`src/rtl/core/ilid_pkg.sv`:
```
`timescale 1ns / 1ps
// Shared types and constants for the indexed list block.
// Used by ilid_cell and indexed_list_insert_delete_top; no dependencies.
package ilid_pkg;

    localparam int CAPACITY_DEF = 64;
    localparam int DATA_W       = 32;
    localparam int OP_W         = 3;
    localparam int FIELD_POS_W  = 7;
    localparam int LEN_W        = 7;
    // wide enough for an index or count at the largest supported capacity (4096)
    localparam int POS_W        = 13;

    localparam int S_TDATA_W    = 48;
    localparam int M_TDATA_W    = 40;

    localparam logic [OP_W-1:0] OP_GET    = 3'd0;
    localparam logic [OP_W-1:0] OP_HEAD   = 3'd1;
    localparam logic [OP_W-1:0] OP_TAIL   = 3'd2;
    localparam logic [OP_W-1:0] OP_INSERT = 3'd3;
    localparam logic [OP_W-1:0] OP_DELETE = 3'd4;

    // broadcast to every cell in the row
    typedef struct packed {
        logic                     ins;
        logic                     del;
        logic [POS_W-1:0]         pos;
        logic signed [DATA_W-1:0] value;
    } t_cell_ctrl;

endpackage

```
`src/rtl/core/ilid_cell.sv`:
```
`timescale 1ns / 1ps
// One list slot: holds one entry and shifts with its neighbors on insert/delete.
// Depends on ilid_pkg.
module ilid_cell #(
    parameter int IDX = 0
) (
    input  logic                              i_clk,
    input  ilid_pkg::t_cell_ctrl              i_ctrl,
    input  logic signed [ilid_pkg::DATA_W-1:0] i_left,
    input  logic signed [ilid_pkg::DATA_W-1:0] i_right,
    output logic signed [ilid_pkg::DATA_W-1:0] o_value,
    output logic signed [ilid_pkg::DATA_W-1:0] o_rd
);

    localparam logic [ilid_pkg::POS_W-1:0] CellIdx = ilid_pkg::POS_W'(IDX);

    logic signed [ilid_pkg::DATA_W-1:0] r_val;
    logic signed [ilid_pkg::DATA_W-1:0] n_val;
    logic                               at_pos;
    logic                               above_pos;

    assign at_pos    = (CellIdx == i_ctrl.pos);
    assign above_pos = (CellIdx > i_ctrl.pos);

    always_comb begin
        n_val = r_val;
        if (i_ctrl.ins) begin
            if (above_pos) begin
                n_val = i_left;
            end else if (at_pos) begin
                n_val = i_ctrl.value;
            end
        end else if (i_ctrl.del) begin
            if (above_pos || at_pos) begin
                n_val = i_right;
            end
        end
    end

    always_ff @(posedge i_clk) begin
        r_val <= n_val;
    end

    assign o_value = r_val;
    // read contribution, zero unless this slot is addressed
    assign o_rd    = at_pos ? r_val : '0;

endmodule

```
`config.mk`:
```
export PLATFORM = sky130hd
export DESIGN_NAME = ilid_cell
export DESIGN_NICKNAME = d
export VERILOG_FILES = /design/src/rtl/core/ilid_pkg.sv /design/src/rtl/core/ilid_cell.sv
export SDC_FILE = /design/constraint.sdc
export NUM_CORES = 1
export LEC_CHECK = 0
export ABC_CLOCK_PERIOD_IN_PS = 2500
export BUFFER_PORTS_ARGS = -buffer_cell sky130_fd_sc_hd__buf_2
export CAP_MARGIN = 15
export CORE_MARGIN = 2
export CORE_UTILIZATION = 33
export CTS_BUF_LIST = sky130_fd_sc_hd__clkbuf_4 sky130_fd_sc_hd__clkbuf_8
export DETAILED_ROUTE_END_ITERATION = 7
export GPL_ROUTABILITY_DRIVEN = 0
export GPL_TIMING_DRIVEN = 0
export PLACE_DENSITY_LB_ADDON = 0.05
export SLEW_MARGIN = 25
export SYNTH_ARGS = -nofsm -noshare
export SYNTH_HDL_FRONTEND = slang
export SYNTH_SLANG_ARGS = --single-unit
```
`constraint.sdc`:
```
create_clock -name i_clk -period 2.5 [get_ports i_clk]
set_clock_uncertainty 0.05 [all_clocks]
set_input_delay 0.375 -clock i_clk [delete_from_list [all_inputs] [get_ports i_clk]]
set_output_delay 0.375 -clock i_clk [all_outputs]
set_load 0.05 [all_outputs]
```
# Yosys cells after proc, flatten, opt, wreduce, memory -nomap -nowiden
# Cells that the tools add are included.
[op_classes]
shift = 0
n_div = 0
reduce_logical = 5
eq_ne = 1
n_mux = 6
addsub = 0
n_lt_le_gt_ge = 1
bitwise_logic = 0
multipliers = 0
[ops]
columns = ["cell", "count"]
rows = [
  ["32-bit two-way mux", 6],
  ["1-bit by 13-bit greater-than comparator with 1-bit output (first input constant)", 1],
  ["13-bit zero test", 1],
  ["2-bit nonzero test", 2],
  ["3-bit by 1-bit != test with 1-bit output (second input constant)", 1],
  ["3-bit AND reduction", 1],
  ["1-bit logical OR", 1],
]
[totals]
regBits = 32
input_bits = 112
romBits = 0
ramBits = 0
mem_count = 0
latch_bits = 0

# Logic depth before layout (Yosys ltp)
[depth]
ltp_word = 5
mapped_depth = 4
mapped_depth_nobuf = 3

# Worst setup path after synthesis
# OpenSTA, ideal clock, no wires.
[synth_path]
path_type = "in2reg"
from = "input port i_ctrl[34] (netlist name)"
to = "register r_val, in the netlist o_value[0] (enable)"
t_arrival_ps = 2219
cell_stages = 4
setup_slack_ps = -160
n_path_buf = 1
cell_sequence = "or4_4 > nor4_4 > buf_6 > o2111a_1"
[synth_via]
elab_chain_cells = 4
[synth_rtl]
columns = ["item", "line", "source"]
rows = [
  ["from (decl)", "ilid_cell.sv:8", "input ilid_pkg::t_cell_ctrl i_ctrl,"],
  ["1-bit by 13-bit greater-than comparator with 1-bit output or 13-bit zero test (tied branches)", "ilid_cell.sv:23, ilid_cell.sv:22", ""],
  ["1-bit logical OR", "ilid_cell.sv:34", "if (above_pos || at_pos) begin"],
  ["2-bit nonzero test (no source line)", "n/a", ""],
  ["3-bit AND reduction (no source line) (*)", "n/a", ""],
  ["to (signal assigned)", "ilid_cell.sv:41", "r_val <= n_val;"],
  ["to (decl)", "ilid_cell.sv:17", "logic signed [ilid_pkg::DATA_W-1:0] r_val;"],
]
# Every way passes the cells marked *; elsewhere a longest branch is shown, timed or not.
# A chain may end at the register's enable or synchronous reset.

# Final worst setup path
[layout_path]
from = "input port i_ctrl[34] (netlist name)"
to = "output port o_rd[15] (netlist name)"
[layout_via]
elab_chain_cells = 2
[layout_rtl]
columns = ["item", "line", "source"]
rows = [
  ["13-bit zero test", "ilid_cell.sv:22", "assign at_pos = (CellIdx == i_ctrl.pos);"],
  ["32-bit two-way mux", "ilid_cell.sv:46", "assign o_rd = at_pos ? r_val : '0;"],
  ["to (decl)", "ilid_cell.sv:12", "output logic signed [ilid_pkg::DATA_W-1:0] o_rd"],
]
# Every way passes these cells.

==> out/metrics.cfg <==
[timing]
min_period_over_period_pct = 96.5
setup_violations = 0
period_minus_slack_ns = 2.41
rsz0062_at_grt = no
worst_pin_slew_ns = 0.746
slew_viol_final = 0
maxSlewHeadroom_pct = 50.3
holdWs_ns = 0.343
hold_viol = 0
fmax_mhz = 414

[critical_path]
cp.required_ns = 2.08
worst-setup-path-type = primary input to primary output
cp-start-kind = primary input
arrival_ns = 1.99
end_kind = primary output
path_max_fanout = 10

[cells_and_area]
nets = 376
largest_reg_flops = 32
drive_gt1_share_pct = 72.5
layout.cells.non_filler = 335
syn2layout_area_growth_pct = 52.6
antenna_cells = 0

[cts]
holdBufCountCts = 0
tritoncts = yes
cts_max_path_buffers = 2
htreeDepth = 2
clock-sinks = 32
clk_pin_slew_ns = 0.06
cts_buffers = 5
cts_root_buf = clkbuf_8

[die]
die_y_um = 76.4
dieArea_um2 = 5840
initial_utilization_pct = 34.1
row_count = 26
core_area_um2 = 5070
die_w_um = 76.4
pin_count = 176

[yosys]
yosys_warnings = 0
synth-adder-area-share_pct = 0
synth_top_family_by_area = multiplexers
ys_seq_area_share_pct = 55.5
yosys_register_bits = 32
synthDominantCellAreaShare_pct = 55.5
ys_top_cells_by_area = edfxtp_1, mux2_2, and4_1
synthMuxAreaShare_pct = 20.8
synth.avg_cell_area_um2 = 15.2
netlist_area_um2 = 1730
yosys.area_share.simple_pct = 18.9
yosys.area.top_type = edfxtp_1
synth.distinct_cells = 11
synth_xor_area_share_pct = 0
synthCells = 114
synth_compound_area_share_pct = 0.651
mappedNetlistNets = 226

[route]
routed_wl_um = 4700
viasPerCell = 4.70
wl_per_cell_um = 14.0
num_vias = 1574
drt-initial-drc-count = 41
antenna_left = 0
route.detailed.drc = 0
drt_pass1_iterations = 4

[global_routing]
grt_pass1_wl_um = 7480
grt_pass1_vias = 1563
grt_antenna_before_repair = 0
grt_use_total_pct = 16.3
grt_overflow = 0
grt_max_degree = 33

[job]
cap_violations = 0

[status]
outcome = finished, final reports clean

[worst_hold_path]
hp-start = i_right[18]
hp-class = primary input to flop
whs_path_depth = 2
min_to = o_value[18]

[power]
p_per_area_nw_per_um2 = 423
p_leak_uw = 0.00123
ir_drop_uv = 298

[placement]
portBuffers = 142
hpwl_um = 3630
place_inst = 326

==> final cells by class <==
class | count | area [um^2]
tap | 70 | 87.6
timing repair buffer | 143 | 718
clock inverter | 1 | 3.75
fill | 475 | 2430
sequential | 32 | 961
clock buffer | 7 | 83.8
buffer | 13 | 71.3
multi-input combinational | 69 | 714
==> cells in the final DEF (no fill, tap or decap), drive strengths merged <==
| cell type | instances |
|---|---|
| nor4 | 2 |
| clkbuf | 17 |
| or4 | 1 |
| clkinv | 1 |
| o2111a | 1 |
| edfxtp | 32 |
| buf | 146 |
| and4 | 32 |
| mux2 | 32 |
| nor2 | 1 |
==> cells in the mapped netlist (all sizes together) <==
library cell / instances
and4: 32
clkbuf: 10
edfxtp: 32
nor4: 2
mux2: 32
buf: 3
or4: 1
nor2: 1
o2111a: 1
==> cell families (layout without fill, tap and decap cells) <==
kind of cell           Yosys count  count (layout)
and+or+nand+nor                 36              36
buffers and inverters           13             164
AOI/OAI and AO/OA                1               1
muxes                           32              32
DFF                             32              32
==> worst max-delay path: stages <==
cell	delay (ns)
buf_2	0.10
or4_4	0.54
nor4_4	0.20
buf_4	0.19
buf_6	0.13
and4_1	0.18
buf_2	0.26
==> routing by layer <==
metal | part of all wire, % | GRT usage (%) | vias up
met5 | 0 | 0 | -
met4 | 0.94 | 4.36 | 0
met3 | 11 | 7.58 | 6
met2 | 49 | 28.8 | 78
met1 | 39 | 17.4 | 721
li1 | - | - | 769
==> how the worst max path moves through the flow <==
stage,start,endpoint,slack (ns),cells past startpoint
6_report,i_ctrl[34],o_rd[15],0.09,7
4_1_cts,i_ctrl[34],o_value[13],0.02,5
2_1_floorplan,i_ctrl[34],o_value[0],0.15,4
5_1_grt,i_ctrl[34],o_value[21],0.01,6
3_5_place_dp,i_ctrl[41],o_value[13],-0.41,4
3_3_place_gp,i_ctrl[41],o_value[12],-0.40,4
==> metrics by stage <==
stage                     worst slack, ns  instance area, um^2  TNS, ns  util, %  power, uW
after floorplan                     0.149                 1730        0        -        667
after global placement             -0.398                 2530   -14.82     49.9        738
after detailed placement           -0.406                 2530   -15.56     49.9        740
after CTS                          0.0179                 2620        0     51.7       1130
after global routing               0.0113                 2640        0     52.0       1160
final                              0.0869                 2640        0     52.0       1120
==> timing repair <==
action,in CTS,in global routing
hold endpoints to repair,0,0
endpoints found under the setup margin,61,59
cloned,0,0
resized for setup,1,1
pin swaps,0,1
buffers inserted,0,1
==> power breakdown <==
part | total [uW] | internal (uW) | switching (uW)
clock network | 386 | 215 | 171
logic | 135 | 83.4 | 52.0
registers | 595 | 594 | 0.0291
(Power assumes the default switching activity.)
